<file path="src/design/fmb_pkg.sv">
// Shared constants, types and codes for the framed multichannel biquad.
package fmb_pkg;

	// Sizing
	localparam int CHANNELS   = 4;
	localparam int COEF_WIDTH = 32;
	localparam int NCOEF      = 5;
	localparam int SAMPLE_W   = 24;
	localparam int HDR_W      = 8;
	localparam int IN_COEF_W  = 32;
	localparam int CH_W       = (CHANNELS > 1) ? $clog2(CHANNELS) : 1;
	localparam int CIDX_W     = 3;

	// Fixed-point formats: stored coefficient is Q4.FRAC_W
	localparam int FRAC_W    = COEF_WIDTH - 4;
	localparam int PROD_W    = COEF_WIDTH + SAMPLE_W;
	localparam int SUM_W     = PROD_W + 3;
	localparam int COEF_DROP = (COEF_WIDTH <= IN_COEF_W) ? IN_COEF_W - COEF_WIDTH : 0;
	localparam int COEF_PAD  = (COEF_WIDTH > IN_COEF_W) ? COEF_WIDTH - IN_COEF_W : 0;

	// Command queue between front and back
	localparam int QDEPTH = 2;
	localparam int QPTR_W = (QDEPTH > 1) ? $clog2(QDEPTH) : 1;
	localparam int QCNT_W = $clog2(QDEPTH + 1);

	// Frame headers: channel n uses HDR_CH0 + n * 16
	localparam logic [HDR_W-1:0] HDR_CH0 = 8'h8F;

	// Saturation bounds
	localparam logic signed [SAMPLE_W-1:0] SMP_MAX = {1'b0, {(SAMPLE_W-1){1'b1}}};
	localparam logic signed [SAMPLE_W-1:0] SMP_MIN = {1'b1, {(SAMPLE_W-1){1'b0}}};

	typedef enum logic {
		CMD_AUDIO,
		CMD_COEF
	} cmd_kind_t;

	typedef enum logic [CIDX_W-1:0] {
		COEF_B0 = 3'd0,
		COEF_B1 = 3'd1,
		COEF_B2 = 3'd2,
		COEF_A1 = 3'd3,
		COEF_A2 = 3'd4
	} coef_idx_t;

	typedef struct packed {
		cmd_kind_t                     kind;
		logic [CH_W-1:0]               ch;
		coef_idx_t                     idx;
		logic signed [SAMPLE_W-1:0]    smp;
		logic signed [COEF_WIDTH-1:0]  coef;
	} cmd_t;

	typedef struct packed {
		logic valid;
		cmd_t cmd;
	} cmd_beat_t;

endpackage

</file>
<file path="src/design/fmb_front.sv">
// Front end: classifies accepted beats and turns them into queue commands.
module fmb_front (
	input  logic                                   accept,
	input  logic                                   op,
	input  logic [fmb_pkg::HDR_W-1:0]              frame_header,
	input  logic signed [fmb_pkg::SAMPLE_W-1:0]    sample,
	input  logic [1:0]                             coef_channel,
	input  logic [fmb_pkg::CIDX_W-1:0]             coef_index,
	input  logic signed [fmb_pkg::IN_COEF_W-1:0]   coef_value,
	output fmb_pkg::cmd_beat_t                     push
);

	logic [fmb_pkg::HDR_W-1:0]                 hdr_diff;
	logic                                      hdr_ok;
	logic                                      coef_ok;
	logic signed [2*fmb_pkg::IN_COEF_W-1:0]    coef_ext;
	logic signed [2*fmb_pkg::IN_COEF_W-1:0]    coef_scaled;

	// Decode header: low nibble must match, upper channel bits must be in range
	always_comb begin
		hdr_diff = 8'(frame_header - fmb_pkg::HDR_CH0);
		hdr_ok   = (hdr_diff[3:0] == 4'h0) && (hdr_diff[7:6] == 2'b00) &&
		           ({1'b0, hdr_diff[5:4]} < 3'(fmb_pkg::CHANNELS));
		coef_ok  = ({1'b0, coef_channel} < 3'(fmb_pkg::CHANNELS)) &&
		           (coef_index < 3'(fmb_pkg::NCOEF));
	end

	// Rescale Q4.28 input to the stored coefficient width
	always_comb begin
		coef_ext    = {{fmb_pkg::IN_COEF_W{coef_value[fmb_pkg::IN_COEF_W-1]}}, coef_value};
		coef_scaled = (coef_ext >>> fmb_pkg::COEF_DROP) <<< fmb_pkg::COEF_PAD;
	end

	// Build command; drop unknown headers and out-of-range writes
	always_comb begin
		push.valid    = accept && (op ? coef_ok : hdr_ok);
		push.cmd.kind = op ? fmb_pkg::CMD_COEF : fmb_pkg::CMD_AUDIO;
		push.cmd.ch   = op ? coef_channel[fmb_pkg::CH_W-1:0]
		                   : hdr_diff[4 +: fmb_pkg::CH_W];
		push.cmd.idx  = fmb_pkg::coef_idx_t'(coef_index);
		push.cmd.smp  = sample;
		push.cmd.coef = coef_scaled[fmb_pkg::COEF_WIDTH-1:0];
	end

endmodule

</file>
<file path="config.mk">
export PLATFORM = sky130hd
export DESIGN_NAME = fmb_front
export DESIGN_NICKNAME = d
export VERILOG_FILES = /design/src/design/fmb_pkg.sv /design/src/design/fmb_front.sv
export SDC_FILE = /design/constraint.sdc
export NUM_CORES = 1
export LEC_CHECK = 0
export BUFFER_PORTS_ARGS = -buffer_cell sky130_fd_sc_hd__buf_2
export CAP_MARGIN = 20
export CORE_AREA = 2 2 53 55
export DETAILED_ROUTE_END_ITERATION = 12
export DIE_AREA = 0 0 55 57
export PLACE_DENSITY_LB_ADDON = 0.25
export SYNTH_ARGS = -nofsm -noshare
export SYNTH_HDL_FRONTEND = slang
export SYNTH_SLANG_ARGS = --single-unit
</file>
<file path="constraint.sdc">
create_clock -name vclk -period 0.9
set_input_delay 0 -clock vclk [all_inputs]
set_output_delay 0 -clock vclk [all_outputs]
set_load 0.01 [all_outputs]
</file>
# [Word-level counts from Yosys, hierarchy flattened]
# Cells that the tools add are included.
[totals] ff_bits=0 output_inout_bits=63
[classes] n_reduce_logical=4 mux=3 add_sub_neg=1 magnitude_cmp=1
[ops] operator="subtractor 8 bit, second input constant" count=1
[ops] operator="zero test 4 bit" count=1
[ops] operator="< comparator 3 bit, second input constant" count=1
[ops] operator="logical AND 1 bit" count=2
[ops] operator="zero test 2 bit" count=1
[ops] operator="2-to-1 mux 1 bit" count=2
[ops] operator="2-to-1 mux 2 bit" count=1

# [Longest topological paths before layout]
# Gate-level depths: netlist (run 1).
[logic_depth] ltp_word=5 mapped_depth=3 ltp_nobuf=3

# [Worst setup path before layout (run 1)]
# Ideal clock, no wire load.
[synth_path] path_kind="input to output" startpoint="input frame_header[3] (netlist name)" endpoint="output push[62] (netlist name)" cell_stages=3 t_arrival_ps=837 path_slack_ps=63 required_time_ps=900 cell_sequence="nand4_1 or4b_1 a21boi_1"
[synth_lines] item="start, declared" line_no="fmb_front.sv:5" source="input logic [fmb_pkg::HDR_W-1:0] frame_header,"
[synth_lines] item="end, declared" line_no="fmb_front.sv:10" source="output fmb_pkg::cmd_beat_t push"

==> results.ini, run 1 <==
[outcome]
status=finished, violations left
violations=setup timing

[floorplan]
start_util_pct=20.2
fp.dieH_um=57
core_region_area_mm2=0.00262
io_pins=134
dieWidth_um=55
dieArea_mm2=0.00314
core.rowCount=19

[global_route]
grtUsageMet3_pct=3.40
grt_first_pass_wirelength_um=1150
grt_max_degree=6
grt_usage_pct=4.70
antenna_found_initial=0
grt_pass1_vias=232
top_usage_layer=met2
grt-ovfl-total=0
use_met2_pct=6.46
grt_use_met1_pct=3.53

[power_and_ir_drop]
finalPower_mw=0.106
vdd_drop_max_mv=0.0859
p_leak_nw=0.126
pwr_density_cell_mw_per_mm2=407

[critical_path]
max_stage_delay_ns=0.49
slowest_stage=or4b_1
crit_path_start=frame_header[1]
worstPathMaxFanout=2
critPathLaunchType=input pin
crit_arrival_ns=0.97
worstSetupPathType=input pin to output pin
critPathRequiredTime_ns=0.90
setup.worst_path.end_class=output pin
cp_cell_sequence=buf_6, nand4_1, or4b_1, a21boi_1, buf_2

[timing]
tightest_slew_ns=0.203
report.final.slew_viol_count=0
final.min_clock_period_ns=0.973
period_share_pct=108
maxSlewHeadroom_pct=86.3
setup_slack_ns=-0.0732
setup_viol=1
fmax_mhz=1030
hold_violations=0
holdWs_ns=0.00000391
rsz0062_at_grt=true

[yosys]
yosysMostFrequentCell=buf_4
synth_cell_types=10
synth.cell_area_um2=529
synth_top_cell_by_area=buf_4
synth_top_area_share_pct=85.1
synthTopCellsByArea=buf_4 85%, mux2_2 2.1%, o21ai_0 1.9%
postSynthAreaPerCell_um2=7.45
postSynthCellCount=71
synth_sequential_area_ratio_pct=0
synth_nets=142
synth_common_cells=60 x buf_4, 2 x nand2_1, 2 x o21ai_0
ys.warnings.count=0

[hold_path]
hold_depth=0
min_from=coef_value[1]
hp-class=input pin to output pin
whs_endpoint=push[1]

[drt]
wl_per_cell_um=12.9
initialDrtViolationCount=3
ant_nets=0
routed_wl_um=838
vias_per_cell=3.52
num_vias=229
drc=0
drt_first_pass_iters=3

[finish]
area_growth_pct=-50.8
drive_above_1_share_pct=70.6
nets=107
num_antenna_cells=0
final_area_um2=260
num-clock-buffers=0
flops_and_latches=0
regArea_um2=0

[flow_run]
drv_cap=0

[place]
portBuffers=22
placed_area_um2=235
gp_congestion=0.593
dp_hpwl_um=696

[cts]
cts_hold_buf=0

[critical path, delay by kind of cell]
kind | cells | cell delay [ns]
AOI/OAI and AO/OA | 1 | 0.15
and+or+nand+nor | 2 | 0.61
buffers and inverters | 2 | 0.21
[cells in the final DEF, fill, tap and decap left out]
cell	count
a21boi_1	1
a41oi_1	1
buf_2	18
buf_4	1
buf_6	4
mux2_2	1
nand2_1	2
nand4_1	1
o21ai_0	2
or4b_1	1
xnor2_1	1
xor2_1	1
[layout make-up]
type               count  area [µm²]
repair buffers        23         143
multi-input cells     11        78.8
well taps             31        38.8
fillers              317        2350
[metal layers]
metal	wire [µm]	vias up
li1	-	91
met1	178	88
met2	371	32
met3	195	18
met4	92	0
met5	0	-
[kinds of logic after synthesis]
group	synth area share, %
AND/OR/NAND/NOR	4.49
XOR/XNOR	3.31
buffers and inverters	85.1
multiplexers	2.13
AO/OA/AOI/OAI	4.97
[where the power goes]
part	switching, mW	total [mW]	internal [mW]
Sequential	0	0	0
Clock	0	0	0
Combinational	0.0424	0.106	0.0634
Total	0.0424	0.106	0.0634
[worst max-delay path by stage]
stage                     endpoint  cells past startpoint
after global routing      push[62]                      5
after floorplan           push[62]                      3
final                     push[62]                      5
after global placement    push[62]                      5
after CTS                 push[62]                      5
after detailed placement  push[62]                      5
[metrics by stage]
step           setup WS [ns]  cells  util [%]  TNS, ns
4_1_cts              -0.0812     65      9.95  -0.0812
3_5_place_dp          -0.125     65      9.00   -0.125
6_report             -0.0732     65      9.95  -0.0732
3_3_place_gp          -0.111     65      9.00   -0.111
2_1_floorplan         0.0632     71         -        0
5_1_grt               -0.148     65      9.95   -0.148
[timing repair]
item,in CTS,in global routing
endpoints found under the setup margin,1,1
setup buffers,0,0
pin swaps,3,0
gates resized for setup,4,0
(Power assumes the default switching activity.)
==> inputs of run 2 (changes only) <==
--- a/config.mk
+++ b/config.mk
@@ -5,12 +5,14 @@
 export SDC_FILE = /design/constraint.sdc
 export NUM_CORES = 1
 export LEC_CHECK = 0
+export ABC_AREA = 1
 export BUFFER_PORTS_ARGS = -buffer_cell sky130_fd_sc_hd__buf_2
 export CAP_MARGIN = 20
 export CORE_AREA = 2 2 53 55
 export DETAILED_ROUTE_END_ITERATION = 12
 export DIE_AREA = 0 0 55 57
 export PLACE_DENSITY_LB_ADDON = 0.25
+export RECOVER_POWER = 25
 export SYNTH_ARGS = -nofsm -noshare
 export SYNTH_HDL_FRONTEND = slang
 export SYNTH_SLANG_ARGS = --single-unit
==> run 2 against run 1 <==
  * The flow now finishes without violations
  * Area after synthesis increased by 5.7%
  * Sequential cell count did not move
  * Count of clock-buffer cells in the layout stayed put
  * Hold slack about the same
  * Wire length is 5.8% higher
  * Worst setup slack improved by 0.34 ns
  * Maximum frequency up 53%
  * Critical path type unchanged
==> results.ini, run 2 <==
[outcome]
status=finished clean

[yosys]
postSynthCellCount=84
synth_top_area_share_pct=80.5
yosysMostFrequentCell=buf_4
synth_sequential_area_ratio_pct=0
synth_mux_area_share_pct=0
postSynthAreaPerCell_um2=6.66
synth.cell_area_um2=559
synth_top_family_by_area=buffers and inverters
synth_top_cell_by_area=buf_4
synthTopCellsByArea=buf_4 81%, nand2_1 6.0%, inv_1 3.4%
yosys.area_share.simple_pct=12.5
synth_cell_types=10
synth_xor_area_share_pct=0
yosys.area_share.adder_pct=0
ys.warnings.count=0
synth_common_cells=60 x buf_4, 9 x nand2_1, 5 x inv_1
synth_nets=155
synth-compound-area-share_pct=3.58

[power_and_ir_drop]
pwr_density_cell_mw_per_mm2=386
finalPower_mw=0.0995
p_leak_nw=0.158
vdd_drop_max_mv=0.0825

[floorplan]
io_pins=134
core_region_area_mm2=0.00262
dieWidth_um=55
dieArea_mm2=0.00314
start_util_pct=21.4
core.rowCount=19
fp.dieH_um=57

[timing]
setup_viol=0
fmax_mhz=1570
timing.setup.tns_ns=0
hold_violations=0
maxSlewHeadroom_pct=89.2
period_share_pct=70.9
rsz0062_at_grt=false
report.final.slew_viol_count=0
final.min_clock_period_ns=0.638
setup_slack_ns=0.262
tightest_slew_ns=0.160

[finish]
regArea_um2=0
final_area_um2=258
final_common_cell=buf_2
drive_above_1_share_pct=54.3
final_cell_mix=22 x buf_2, 9 x nand2_1, 5 x inv_1
n_fill_cell=317
postLayoutCoreUtil_pct=9.86
num_antenna_cells=0
flops_and_latches=0
num-clock-buffers=0
nets=119
area_growth_pct=-53.9

[critical_path]
slowest_stage=buf_2
cp_cell_sequence=buf_2, nand2_2, nor2_2, nand3b_1, a21oi_1, buf_2
path_common_cell=buf_2
max_stage_delay_ns=0.14
critPathLaunchType=input pin
worstPathMaxFanout=3
worstSetupPathType=input pin to output pin
setup.worst_path.end_class=output pin
critPathRequiredTime_ns=0.90
critPathBufInv=2
cp_top_family=simple AND/OR/NAND/NOR gates
crit_arrival_ns=0.64

[global_route]
antenna_found_initial=0
grt-ovfl-total=0
grt_usage_pct=3.98
grt_max_degree=5
grt_first_pass_wirelength_um=1000
grt_pass1_vias=220

[cts]
post_cts_buffers=0
cts_hold_buf=0
ctsResizeCount=0

[place]
placed_area_um2=258
gp_congestion=0.448
portBuffers=22
dp_hpwl_um=743
dpl_worst_slack_ns=0.252

[drt]
routed_wl_um=887
ant_nets=0
drc=0
initialDrtViolationCount=2
drt_first_pass_iters=2
wl_per_cell_um=11.5
num_vias=287
vias_per_cell=3.73

[hold_path]
hp-class=input pin to output pin
hold_depth=0
min_from=coef_value[15]
whs_endpoint=push[15]

[flow_run]
drv_cap=0

==> run 2: cell types whose count changed after synthesis, moves of 2 or more <==
cell     previous run  this run
inv_1               0         5
nand2_1             2         9
nand2_2             0         2
nand3_1             0         2
o21ai_1             0         2
==> run 2: area by class of cell <==
cell class	count	area (µm²)	area share [%]
Inverter	5	18.8	7.28
Timing Repair Buffer	22	110	42.7
Tap cell	31	38.8	15.0
Multi-Input combinational cell	19	90.1	35.0
==> run 2: how the worst max path moves through the flow <==
stage                    start       end  slack (ns)  cells after the start
6_report       frame_header[0]  push[62]        0.26                      6
4_1_cts        frame_header[0]  push[62]        0.24                      6
3_3_place_gp   frame_header[0]  push[62]        0.25                      6
3_5_place_dp   frame_header[0]  push[62]        0.25                      6
2_1_floorplan  frame_header[0]  push[62]        0.45                      4
5_1_grt        frame_header[0]  push[59]        0.17                      7
==> run 2: per-layer routing <==
layer  GRT usage (%)  vias up  part of all wire, %
met5               0        -                    0
met2            6.12       46                   40
met1            2.24      105                   23
met3            3.66       18                   28
li1                -      118                    -
met4            4.53        0                  9.1
==> run 2: where the power goes <==
part | switching [mW] | total (mW) | internal, mW
Sequential | 0 | 0 | 0
Clock | 0 | 0 | 0
Combinational | 0.0502 | 0.0995 | 0.0494
Total | 0.0502 | 0.0995 | 0.0494
==> run 2: logic make-up (layout without fill, tap and decap cells) <==
kind of cell / Yosys count / in the layout
buffers and inverters: 65 / 27
and+or+nand+nor: 15 / 15
AOI/OAI and AO/OA: 4 / 4
==> run 2: stage by stage <==
stage / std cells / hold WS [ns]
floorplan: 84 / 0.0918
global placement: 77 / 0.0000686
detailed placement: 77 / 0.0000686
CTS: 77 / 0.0000686
global route: 77 / 0.0000150
finish: 77 / 0.00000392
