`src/design/fmb_pkg.sv`:
```
// Shared constants, types and codes for the framed multichannel biquad.
package fmb_pkg;

	// Sizing
	localparam int CHANNELS   = 4;
	localparam int COEF_WIDTH = 32;
	localparam int NCOEF      = 5;
	localparam int SAMPLE_W   = 24;
	localparam int HDR_W      = 8;
	localparam int IN_COEF_W  = 32;
	localparam int CH_W       = (CHANNELS > 1) ? $clog2(CHANNELS) : 1;
	localparam int CIDX_W     = 3;

	// Fixed-point formats: stored coefficient is Q4.FRAC_W
	localparam int FRAC_W    = COEF_WIDTH - 4;
	localparam int PROD_W    = COEF_WIDTH + SAMPLE_W;
	localparam int SUM_W     = PROD_W + 3;
	localparam int COEF_DROP = (COEF_WIDTH <= IN_COEF_W) ? IN_COEF_W - COEF_WIDTH : 0;
	localparam int COEF_PAD  = (COEF_WIDTH > IN_COEF_W) ? COEF_WIDTH - IN_COEF_W : 0;

	// Command queue between front and back
	localparam int QDEPTH = 2;
	localparam int QPTR_W = (QDEPTH > 1) ? $clog2(QDEPTH) : 1;
	localparam int QCNT_W = $clog2(QDEPTH + 1);

	// Frame headers: channel n uses HDR_CH0 + n * 16
	localparam logic [HDR_W-1:0] HDR_CH0 = 8'h8F;

	// Saturation bounds
	localparam logic signed [SAMPLE_W-1:0] SMP_MAX = {1'b0, {(SAMPLE_W-1){1'b1}}};
	localparam logic signed [SAMPLE_W-1:0] SMP_MIN = {1'b1, {(SAMPLE_W-1){1'b0}}};

	typedef enum logic {
		CMD_AUDIO,
		CMD_COEF
	} cmd_kind_t;

	typedef enum logic [CIDX_W-1:0] {
		COEF_B0 = 3'd0,
		COEF_B1 = 3'd1,
		COEF_B2 = 3'd2,
		COEF_A1 = 3'd3,
		COEF_A2 = 3'd4
	} coef_idx_t;

	typedef struct packed {
		cmd_kind_t                     kind;
		logic [CH_W-1:0]               ch;
		coef_idx_t                     idx;
		logic signed [SAMPLE_W-1:0]    smp;
		logic signed [COEF_WIDTH-1:0]  coef;
	} cmd_t;

	typedef struct packed {
		logic valid;
		cmd_t cmd;
	} cmd_beat_t;

endpackage

```
`src/design/fmb_queue.sv`:
```
// Short command FIFO that decouples the front end from the filter back end.
module fmb_queue (
	input  logic               clk,
	input  logic               arst_n,
	input  fmb_pkg::cmd_beat_t push,
	input  logic               pop,
	output fmb_pkg::cmd_beat_t head,
	output logic               full
);

	fmb_pkg::cmd_t                    mem_q [fmb_pkg::QDEPTH];
	logic [fmb_pkg::QPTR_W-1:0]       wr_q;
	logic [fmb_pkg::QPTR_W-1:0]       rd_q;
	logic [fmb_pkg::QCNT_W-1:0]       cnt_q;

	assign full       = (cnt_q == fmb_pkg::QCNT_W'(fmb_pkg::QDEPTH));
	assign head.valid = (cnt_q != '0);
	assign head.cmd   = mem_q[rd_q];

	// Advance pointers and occupancy
	always_ff @(posedge clk or negedge arst_n) begin
		if (!arst_n) begin
			wr_q  <= '0;
			rd_q  <= '0;
			cnt_q <= '0;
		end else begin
			if (push.valid) begin
				wr_q <= (wr_q == fmb_pkg::QPTR_W'(fmb_pkg::QDEPTH - 1)) ? '0 : wr_q + 1'b1;
			end
			if (pop) begin
				rd_q <= (rd_q == fmb_pkg::QPTR_W'(fmb_pkg::QDEPTH - 1)) ? '0 : rd_q + 1'b1;
			end
			if (push.valid && !pop) begin
				cnt_q <= cnt_q + 1'b1;
			end else if (!push.valid && pop) begin
				cnt_q <= cnt_q - 1'b1;
			end
		end
	end

	// Hold entry payload
	always_ff @(posedge clk) begin
		if (push.valid) begin
			mem_q[wr_q] <= push.cmd;
		end
	end

endmodule

```
`config.mk`:
```
export PLATFORM = sky130hd
export DESIGN_NAME = fmb_queue
export DESIGN_NICKNAME = d
export VERILOG_FILES = /design/src/design/fmb_pkg.sv /design/src/design/fmb_queue.sv
export SDC_FILE = /design/constraint.sdc
export NUM_CORES = 1
export LEC_CHECK = 0
export BUFFER_PORTS_ARGS = -buffer_cell sky130_fd_sc_hd__buf_4
export CAP_MARGIN = 40
export CELL_PAD_IN_SITES_DETAIL_PLACEMENT = 0
export CELL_PAD_IN_SITES_GLOBAL_PLACEMENT = 1
export CORE_MARGIN = 1
export CORE_UTILIZATION = 45
export CTS_BUF_LIST = sky130_fd_sc_hd__clkbuf_4 sky130_fd_sc_hd__clkbuf_8 sky130_fd_sc_hd__clkbuf_16
export DETAILED_ROUTE_END_ITERATION = 6
export PLACE_DENSITY_LB_ADDON = 0.25
export REMOVE_ABC_BUFFERS = 1
export SLEW_MARGIN = 20
export SYNTH_ARGS = -nofsm -noshare
export SYNTH_HDL_FRONTEND = slang
export SYNTH_SLANG_ARGS = --single-unit
```
`constraint.sdc`:
```
create_clock -name clk -period 4.05 [get_ports clk]
set_input_delay 0.405 -clock clk [delete_from_list [all_inputs] [get_ports clk]]
set_output_delay 0.405 -clock clk [all_outputs]
set_load 0.01 [all_outputs]
```
Yosys cells after proc, flatten, opt, wreduce, memory -nomap -nowiden
Memory sizes are Yosys's and may differ from the RTL's.
Index checks and enable logic that the tools add are counted.

storage, ports and cells
  register bits after elaboration = 4
  latch bits = 0
  RAM bits = 124
  memory bits (read-only) = 0
  input port bits = 66
  output and inout bits = 64
  memories = 1

memories
  memory  depth  bits a word  read ports  clocked after Yosys merged registers in  wr ports  line             source
  mem_q   2      62           1           0                                        1         fmb_queue.sv:11  fmb_pkg::cmd_t mem_q [fmb_pkg::QDEPTH];

operators by class
  add/sub/neg operators = 4
  multiply operators = 0
  div/mod/pow operators = 0
  $lt $le $gt $ge = 0
  equal/unequal tests = 1
  shift operators = 0
  multiplexer cells = 6
  bitwise operators = 0
  reductions and logical operators = 6

operator list
  cell                                              number
  2-to-1 mux 1 bit                                  4
  2-to-1 mux 2 bit                                  2
  nonzero test 2 bit                                2
  adder 1 bit, second input constant                2
  adder 2 x 1 -> 2 bit, second input constant       1
  equality test 2 bit, second input constant        1
  logical AND 1 bit                                 2
  zero test 1 bit                                   2
  subtractor 2 x 1 -> 2 bit, second input constant  1

Depth between registers and ports, before layout
Gate-level depths: netlist of run 1.

  depth in word-level cells = 4
  mapped depth = 5
  depth with buffers taken out = 5

Least setup slack after synthesis of run 1
OpenSTA, ideal clock, no wires.

  kind = flip-flop to flip-flop
  from = reg wr_q
  to = mem mem_q[0][0] (netlist bit), enable pin
  library setup time = 490 ps
  arrival time = 3,159 ps
  data required time = 3,560 ps
  slack = 401 ps
  stages on the path, launching flop included = 2
  buffers on the path = 0
  period minus slack after synthesis = 3,649 ps
  cell sequence = dfrtp_1 -> nor2b_1

RTL lines
  element                 line             source
  start, declared         fmb_queue.sv:12  logic [fmb_pkg::QPTR_W-1:0] wr_q;
  start signal, assigned  fmb_queue.sv:28  wr_q <= (wr_q == fmb_pkg::QPTR_W'(fmb_pkg::QDEPTH - 1)) ? '0 : wr_q + 1'b1;
  end, declared           fmb_queue.sv:11

Straight into the memory's write port.

==> impl_metrics.py, run 1 <==
metrics = {
    "die": {
        "die_width_um": 107,
        "die_area_um2": 11500,
        "num_rows": 37,
        "start_util_pct": 47.2,
        "core_area_um2": 10500,
        "chipHeight_um": 107,
        "io-pin-count": 130,
    },
    "setup_path": {
        "cp-end-kind": "output pin",
        "cp_slowest_stage_delay_ps": 800,
        "r2r_slack_ps": 2220,
        "crit_arrival_ps": 2130,
        "cp_data_required_time_ps": 3640,
        "path_class": "reg2out",
        "cp_slowest_cell": "dfrtp_4",
        "cp_num_buf_inv": 2,
        "critPathTopFamily": "flip-flops",
        "reg2reg_to": "mem_q[1][28]",
        "r2r_start": "wr_q",
        "crit_fanout": 34,
        "crit_path_cell_trace": "buf_16, mux2_4, buf_4",
        "r2r_cells": 2,
        "cp-start-kind": "flop",
    },
    "drt": {
        "wl_per_cell_um": 16.3,
        "vias_per_cell": 4.69,
        "drt_pass1_iterations": 4,
        "drc": 0,
        "via_count": 2367,
        "drt_iter0_drc": 82,
        "drtAntennaViolNets": 0,
        "drt_wl_total_um": 8220,
    },
    "run_status": {
        "status": "complete, no violations",
    },
    "yosys": {
        "yosys.area_share.simple_pct": 0.580,
        "synth_compound_area_share_pct": 0,
        "seq_area_frac_synth_pct": 77.0,
        "ys_ff_latch": 128,
        "yosysWarnings": 0,
        "synthAdderAreaFrac_pct": 0.252,
        "netlist_instances": 209,
        "synth_area_um2": 4960,
        "synth.distinct_cells": 14,
        "avgSynthCellArea_um2": 23.7,
        "synth-xor-area-share_pct": 0.882,
        "synth_top_family_by_area": "multiplexers",
        "synth_mux_area_share_pct": 18.5,
    },
    "cts": {
        "cts_buffer_depth": 2,
        "cts_max_level": 4,
        "clkSlewWorstSetupHoldPaths_ps": 50,
        "cts_tree": "done",
        "cts_buffers": 17,
        "post_cts_buffers": 0,
        "cts_root_buf": "clkbuf_8",
        "clk_latency_ps": 500,
        "clock-sinks": 128,
    },
    "pwr": {
        "ir_drop_mv": 0.471,
        "power_leakage_uw": 0.00272,
        "powerDensity_nw_per_um2": 737,
    },
    "global_routing": {
        "track_usage_pct": 15.1,
        "antenna_found_initial": 0,
        "grt_overflow": 0,
        "first_global_vias": 2513,
        "grt_pass1_wl_um": 12400,
        "grt_max_degree": 35,
    },
    "placed_design": {
        "placed_cell_area_um2": 6070,
        "dpl.hpwl_um": 5510,
        "numPortBuffers": 129,
        "gp_congestion": 0.691,
        "place_ws_ps": 2000,
        "dp.cells": 472,
    },
    "sta": {
        "tns_ps": 0,
        "slew_headroom_pct": 55.5,
        "clock_skew_ps": 4.64,
        "rsz0062_at_grt": "no",
        "tightestPinTransition_ps": 668,
        "period_share_pct": 62.6,
        "setup_viol": 0,
        "finalHoldViolations": 0,
        "fmax_mhz": 395,
        "finalWorstPathRequiredPeriod_ps": 2530,
        "slew_violations": 0,
        "finalWorstSetupSlack_ps": 1520,
    },
    "final_layout": {
        "fin_util_pct": 63.7,
        "stdcell_count": 505,
        "area_delta_synth_final_pct": 34.9,
        "design_area_um2": 6700,
        "diodes": 0,
        "final_nets": 423,
        "drive_gt1_share_pct": 62.3,
    },
    "min_path": {
        "whs_path_depth": 2,
        "hp-start": "pop",
        "hold-path-endpoint": "rd_q",
        "hp-class": "in2reg",
    },
    "job": {
        "drv_cap": 0,
    },
}
## metrics by stage
step                      total power [uW]  hold WS (ps)
after global routing                  5150          54.6
after global placement                3380           205
final                                 4940          85.9
after CTS                             5020          56.4
after detailed placement              3430           207
after floorplan                       2840           109
## routing by layer
layer  GRT usage (%)  part of all wire [%]  vias to the layer above
met5               0                     0                        -
met4            6.46                   1.5                        0
li1                -                     -                     1121
met2            25.7                    53                       82
met3            6.26                   6.6                       10
met1            16.7                    39                     1154
## worst max-delay path by stage
stage | startpoint | to | slack [ps] | cells after the start
after global routing | rd_q | head[47] | 1440 | 3
after global placement | rd_q | head[41] | 1850 | 2
final | rd_q | head[29] | 1520 | 3
after detailed placement | rd_q | head[29] | 2000 | 3
after CTS | rd_q | head[29] | 1460 | 3
after floorplan | wr_q | mem_q[0][0] | 400 | 1
## cell families after synthesis
group,after synthesis
xor gates and xnor gates,5
adders and majority gates,1
buffers and inverters,8
DFF,128
muxes,62
and+or+nand+nor,5
## worst reg2reg max path: cells and delay by family (launching register included)
family	cells	cell delay (ps)
and+or+nand+nor	1	620
buffers and inverters	1	440
DFF	1	420
## cell usage in the layout (no fill, tap or decap), types with 2 or more instances in the layout
master      instances
clkbuf_16          16
buf_12              2
buf_4             131
clkinv_1            2
clkinv_2            4
edfxtp_1          124
clkinvlp_4          2
clkbuf_4            2
dfrtp_1             3
bufinv_16           5
xor2_1              4
mux2_4             59
mux2_2              3
## cells in the mapped netlist
master | number | share of area, %
buf_12 | 6 | 2.4
edfxtp_1 | 124 | 75
mux2_4 | 59 | 18
buf_6 | 1 | 0.23
dfrtp_1 | 4 | 2.0
nor2b_1 | 2 | 0.25
and2_1 | 1 | 0.13
mux2_2 | 3 | 0.68
xnor2_1 | 1 | 0.18
or2_2 | 1 | 0.13
xor2_1 | 4 | 0.71
inv_1 | 1 | 0.076
ha_1 | 1 | 0.25
nor2_1 | 1 | 0.076
## sequential cells by signal, summed over array words and instances (netlist names)
name   count
cnt_q      2
mem_q    124
rd_q       1
wr_q       1
## area by class of cell
cell class,count,area [um2]
Fill cell,745,3810
Clock inverter,13,193
Clock buffer,19,429
Inverter,1,3.75
Multi-Input combinational cell,73,1010
Sequential cell,128,3830
Tap cell,136,170
Timing Repair Buffer,135,1060
## timing repair
item,in CTS,in global routing
gates resized for setup,0,0
hold buffers,1,0
endpoints found under the setup margin,0,0
hold endpoints to repair,4,0
## report_power, final
group	total (uW)	internal (uW)	switching, uW
registers	1920	1760	154
logic	1450	867	588
clock network	1570	1060	503
total	4940	3690	1240
(Power assumes the default switching activity.)
==> run 2: changes to the inputs <==
--- a/config.mk
+++ b/config.mk
@@ -5,12 +5,13 @@
 export SDC_FILE = /design/constraint.sdc
 export NUM_CORES = 1
 export LEC_CHECK = 0
+export ABC_AREA = 1
 export BUFFER_PORTS_ARGS = -buffer_cell sky130_fd_sc_hd__buf_4
 export CAP_MARGIN = 40
 export CELL_PAD_IN_SITES_DETAIL_PLACEMENT = 0
 export CELL_PAD_IN_SITES_GLOBAL_PLACEMENT = 1
 export CORE_MARGIN = 1
-export CORE_UTILIZATION = 45
+export CORE_UTILIZATION = 44
 export CTS_BUF_LIST = sky130_fd_sc_hd__clkbuf_4 sky130_fd_sc_hd__clkbuf_8 sky130_fd_sc_hd__clkbuf_16
 export DETAILED_ROUTE_END_ITERATION = 6
 export PLACE_DENSITY_LB_ADDON = 0.25
==> constraint.sdc (replaced) <==
create_clock -name clk -period 2.5 [get_ports clk]
set_input_delay 0.25 -clock clk [delete_from_list [all_inputs] [get_ports clk]]
set_output_delay 0.25 -clock clk [all_outputs]
set_load 0.01 [all_outputs]
==> run 2 against run 1 <==
Against the previous run:
- global-route usage decreased by 0.49 points
- first-iteration DRC count increased by 15%
- worst setup slack got worse by 1100 ps
- via count grew 2.1%
- total power increased by 59%
- hold slack worse by 52 ps
- synthesized area rose by 0.35%
- synthesized cell count increased by 4.3%
- non-clock buffer count grew 2
- highest routed layer unchanged
==> impl_metrics.py, run 2 <==
metrics = {
    "run_status": {
        "status": "complete, no violations",
    },
    "pwr": {
        "swShare_pct": 25.7,
        "p_int_uw": 5820,
        "power_frac_seq_pct": 38.8,
        "switchingPower_uw": 2010,
        "p_comb_share_pct": 30.5,
        "ir_drop_mv": 0.818,
        "power_frac_clock_pct": 30.6,
        "powerDensity_nw_per_um2": 1170,
        "power.total_uw": 7830,
        "power_leakage_uw": 0.00273,
    },
    "cts": {
        "clock-sinks": 128,
        "clk_latency_ps": 400,
        "post_cts_buffers": 0,
        "cts_buffers": 17,
        "cts_tree": "done",
        "cts_resized": 0,
        "cts_max_level": 4,
        "clkSlewWorstSetupHoldPaths_ps": 50,
        "cts_root_buf": "clkbuf_16",
        "cts_buffer_depth": 2,
    },
    "drt": {
        "top_layer_used": "met4",
        "vias_per_cell": 4.65,
        "wl_met3_um": 602,
        "wl_per_cell_um": 15.6,
        "via_count": 2417,
        "drtAntennaViolNets": 0,
        "drt_pass1_iterations": 4,
        "drt_wl_total_um": 8090,
        "drc": 0,
        "drt_iter0_drc": 94,
        "met1Wirelength_um": 3320,
        "wl_met2_um": 4130,
    },
    "setup_path": {
        "cp.depth": 3,
        "crit_fanout": 17,
        "reg2reg_to": "mem_q[0][28]",
        "r2r_slack_ps": 1090,
        "r2r_cells": 2,
        "critPathTopFamily": "flip-flops",
        "cpMostUsedCell": "buf_4",
        "cp_data_required_time_ps": 2250,
        "cp_num_buf_inv": 2,
        "cp-endpoint": "head[46]",
        "crit_arrival_ps": 1860,
        "crit_start": "rd_q",
        "crit_path_cell_trace": "buf_4, mux2_2, buf_4",
        "cp-start-kind": "flop",
        "cp_slowest_cell": "dfrtp_4",
        "r2r_start": "wr_q",
        "cp-end-kind": "output pin",
        "cp_slowest_stage_delay_ps": 630,
        "path_class": "reg2out",
    },
    "yosys": {
        "synthTopCellsByCount": "124 x edfxtp_1, 59 x mux2_4, 7 x inv_1",
        "synth_area_um2": 4980,
        "netlist_instances": 218,
        "synth.distinct_cells": 14,
        "seq_area_frac_synth_pct": 76.8,
        "ys_ff_latch": 128,
        "synth_area_leaders": "edfxtp_1 75%, mux2_4 18%, buf_12 2.4%",
        "yosysWarnings": 0,
        "synth-edff-count": 124,
        "synth.top_cell.area_share_pct": 74.8,
        "yosysTopAreaCell": "edfxtp_1",
        "avgSynthCellArea_um2": 22.8,
        "ys_async_sr_fraction_pct": 3.13,
        "dominantRegCellSynth": "edfxtp_1",
        "synth_most_common_cell": "edfxtp_1",
    },
    "global_routing": {
        "grt_overflow": 0,
        "grt_pass1_wl_um": 12300,
        "antenna_found_initial": 0,
        "first_global_vias": 2480,
        "track_usage_pct": 14.6,
        "grt_max_degree": 42,
    },
    "sta": {
        "period_share_pct": 84.3,
        "clock_skew_ps": 6.57,
        "slew_violations": 0,
        "finalWorstPathRequiredPeriod_ps": 2110,
        "fmax_mhz": 475,
        "setup_viol": 0,
        "finalHoldViolations": 0,
        "tightestPinTransition_ps": 566,
        "slew_headroom_pct": 62.2,
        "rsz0062_at_grt": "no",
    },
    "final_layout": {
        "area_delta_synth_final_pct": 33.9,
        "diodes": 0,
        "largest_reg_flops": 124,
        "layout_common_cells": "135 x buf_4, 124 x edfxtp_1, 59 x mux2_4",
        "drive_gt1_share_pct": 60.5,
        "top_regs": "mem_q x124, cnt_q x2",
        "stdcell_count": 520,
        "final_nets": 434,
        "design_area_um2": 6670,
        "largest-register": "mem_q",
        "layout_commonest_cell": "buf_4",
    },
    "placed_design": {
        "dpl.hpwl_um": 5300,
        "numPortBuffers": 129,
        "dp.cells": 487,
        "placed_cell_area_um2": 6070,
        "gp_congestion": 0.692,
    },
    "job": {
        "drv_cap": 0,
    },
    "die": {
        "die_area_um2": 11700,
        "core_area_um2": 10900,
        "die_width_um": 108,
        "chipHeight_um": 108,
        "start_util_pct": 45.5,
        "num_rows": 38,
        "io-pin-count": 130,
    },
    "min_path": {
        "hp-start": "push[42]",
        "hp-class": "in2reg",
    },
}
[run 2: cell count changes in the layout (fill, tap and decap cells not counted), sizes merged, moves of 2 or more]
cell	change
bufinv	-2
xor2	-2
buf	+2
nand2	+6
inv	+6
nor2b	-2
[run 2: metal layers]
layer  track usage, %  vias up
met1             17.1     1181
met4             4.92        0
met5                0        -
met3             6.87        2
met2             23.8       88
li1                 -     1146
[run 2: layout make-up]
type	count	area, um2
Clock inverter	12	143
Tap cell	140	175
Multi-Input combinational cell	76	1010
Clock buffer	20	448
Inverter	7	26.3
Timing Repair Buffer	137	1040
Sequential cell	128	3830
Fill cell	809	4270
[run 2: worst min-delay path by stage]
stage | cells past startpoint | slack, ps | endpoint
floorplan | 0 | -50 | cnt_q[0]
global placement | 1 | 50 | cnt_q[0]
detailed placement | 1 | 50 | cnt_q[0]
CTS | 2 | 20 | rd_q
global route | 1 | 6 | mem_q[1][53]
finish | 1 | 30 | mem_q[1][42]
[run 2: power by group through the flow]
stage	Combinational, uW	Sequential [uW]	Clock (uW)
6_report	2390	3040	2400
5_1_grt	2570	3090	2570
4_1_cts	2450	3050	2460
3_3_place_gp	2430	3070	0
2_1_floorplan	1390	3210	0
3_5_place_dp	2440	3100	0
[run 2: worst reg2reg max path, cell delays in order, from the launching register on]
cell     delay, ps
dfrtp_1        420
nor2_4         120
buf_4          460
[run 2: per-stage QoR]
stage	hold WS [ps]	util [%]	worst slack [ps]	setup TNS (ps)
floorplan	-45.6	-	-988	-90730
global placement	50.6	55.5	785	0
detailed placement	48.9	55.5	778	0
CTS	15.7	61.0	339	0
global route	6.37	61.0	297	0
finish	33.6	61.0	393	0
[run 2: what timing repair did]
action,4_1_cts,5_1_grt
setup endpoints to repair,0,0
hold buffers,1,0
endpoints found under the hold margin,4,0
[run 2: kinds of logic after synthesis]
group | count (synthesis) | share of synthesized area, %
multiplexers | 62 | 18.5
adder cells (fa/ha/maj) | 1 | 0.251
XOR/XNOR | 3 | 0.528
AND/OR/NAND/NOR | 10 | 0.829
flip-flops | 128 | 76.8
buffers and inverters | 14 | 3.17
==> run 3: changes to the inputs <==
==> constraint.sdc (replaced) <==
create_clock -name clk -period 2 [get_ports clk]
set_input_delay 0.2 -clock clk [delete_from_list [all_inputs] [get_ports clk]]
set_output_delay 0.2 -clock clk [all_outputs]
set_load 0.01 [all_outputs]
==> run 3 against run 2 <==
Against the previous run:
- die area is the same
- sequential share of layout area shrank 4.9 points
- sequential power grew 23%
- total power grew 26%
- count of clock-buffer cells in the layout shrank 2
- cell count grew 12%
- design area grew 9.4%
- global-route usage grew 0.86 points
- largest cell class unchanged
- highest routed layer unchanged
==> impl_metrics.py, run 3 (same netlist as run 2, synthesis figures left out) <==
metrics = {
    "run_status": {
        "status": "complete, no violations",
    },
    "setup_path": {
        "crit_fanout": 13,
        "crit_path_cell_trace": "buf_4, mux2_2, buf_4",
        "cp_data_required_time_ps": 1800,
        "path_class": "reg2out",
        "cp-start-kind": "flop",
        "cpMostUsedCell": "buf_4",
        "cp_slowest_cell": "dfrtp_4",
        "cp_slowest_stage_delay_ps": 450,
        "cp-end-kind": "output pin",
        "cp_num_buf_inv": 2,
        "critPathTopFamily": "flip-flops",
        "crit_arrival_ps": 1630,
    },
    "die": {
        "chipHeight_um": 108,
        "num_rows": 38,
        "start_util_pct": 45.5,
        "io-pin-count": 130,
        "die_width_um": 108,
        "die_area_um2": 11700,
        "core_area_um2": 10900,
    },
    "drt": {
        "wl_per_cell_um": 15.0,
        "via_count": 2673,
        "drtAntennaViolNets": 0,
        "vias_per_cell": 4.58,
        "drt_wl_total_um": 8740,
        "drt_pass1_iterations": 4,
        "drt_iter0_drc": 74,
        "drc": 0,
    },
    "placed_design": {
        "numPortBuffers": 129,
        "gp_congestion": 0.645,
        "dpl.hpwl_um": 5380,
        "dp.cells": 487,
    },
    "cts": {
        "clock-sinks": 128,
        "cts_buffers": 17,
        "clk_latency_ps": 400,
        "clkSlewWorstSetupHoldPaths_ps": 50,
        "cts_max_level": 4,
        "cts_tree": "done",
        "cts_root_buf": "clkbuf_16",
        "cts_buffer_depth": 2,
        "post_cts_buffers": 0,
        "cts_resized": 0,
        "hold_buffers": 64,
    },
    "global_routing": {
        "antenna_found_initial": 0,
        "track_usage_pct": 15.5,
        "grt_max_degree": 34,
        "grt_pass1_wl_um": 13200,
        "first_global_vias": 2838,
        "grt_overflow": 0,
    },
    "sta": {
        "period_share_pct": 91.7,
        "finalWorstPathRequiredPeriod_ps": 1830,
        "fmax_mhz": 545,
        "rsz0062_at_grt": "no",
        "slew_violations": 0,
        "slew_headroom_pct": 67.8,
        "finalHoldViolations": 0,
        "holdWs_ps": 35.1,
        "setup_viol": 0,
        "clock_skew_ps": 6.69,
        "tightestPinTransition_ps": 483,
    },
    "final_layout": {
        "layout_commonest_cell": "buf_4",
        "layout_common_cells": "134 x buf_4, 124 x edfxtp_1, 64 x dlygate4sd3_1",
        "drive_gt1_share_pct": 52.1,
        "largest_reg_flops": 124,
        "diodes": 0,
        "top_regs": "mem_q x124, cnt_q x2",
        "largest-register": "mem_q",
        "final_nets": 497,
        "stdcell_count": 583,
        "area_delta_synth_final_pct": 46.5,
    },
    "pwr": {
        "switchingPower_uw": 2620,
        "power_leakage_uw": 0.00298,
        "power_frac_seq_pct": 37.9,
        "ir_drop_mv": 0.739,
        "swShare_pct": 26.6,
        "p_int_uw": 7240,
        "p_comb_share_pct": 32.6,
        "powerDensity_nw_per_um2": 1350,
        "power_frac_clock_pct": 29.5,
    },
    "job": {
        "drv_cap": 0,
    },
    "min_path": {
        "hp-class": "in2reg",
    },
}
run 3: path summary, 6_finish.rpt:
path / from / to / slack, ps / depth (start not counted)
min in group asynchronous: arst_n / wr_q / 160 / 2
min reg2reg: cnt_q[1] / cnt_q[1] / 480 / 2
max in group asynchronous: arst_n / rd_q / 1720 / 2
max: rd_q / head[41] / 170 / 3
max reg2reg: wr_q / mem_q[1][61] / 660 / 3
min: push[62] / wr_q / 40 / 2
run 3: layout make-up:
type | instances | area, um2
timing repair buffer | 200 | 1690
fill | 762 | 3640
sequential | 128 | 3830
multi-input combinational | 76 | 1010
clock buffer | 18 | 433
tap | 140 | 175
inverter | 7 | 26.3
clock inverter | 14 | 141
run 3: through the flow:
step / power [uW] / cell area [um2] / worst slack, ps / util (%) / TNS, ps
2_1_floorplan: 5680 / 4850 / -1490 / - / -152280
3_3_place_gp: 6900 / 6080 / 594 / 55.6 / 0
3_5_place_dp: 6950 / 6080 / 584 / 55.6 / 0
4_1_cts: 10000 / 7300 / 143 / 66.7 / 0
5_1_grt: 10300 / 7300 / 116 / 66.7 / 0
6_report: 9860 / 7300 / 165 / 66.7 / 0
run 3: routing by layer:
| layer | GRT usage [%] | part of all wire, % | vias to the layer above |
|---|---|---|---|
| met1 | 17.6 | 42 | 1294 |
| li1 | - | - | 1271 |
| met4 | 8.11 | 1.7 | 0 |
| met3 | 4.52 | 5.7 | 15 |
| met2 | 26.6 | 50 | 93 |
| met5 | 0 | 0 | - |
run 3: power by group through the flow:
stage          Sequential, uW  Combinational (uW)  Clock (uW)
2_1_floorplan            4000                1680           0
3_3_place_gp             3760                3140           0
3_5_place_dp             3790                3160           0
4_1_cts                  3740                3270        2990
5_1_grt                  3770                3430        3120
6_report                 3730                3220        2910
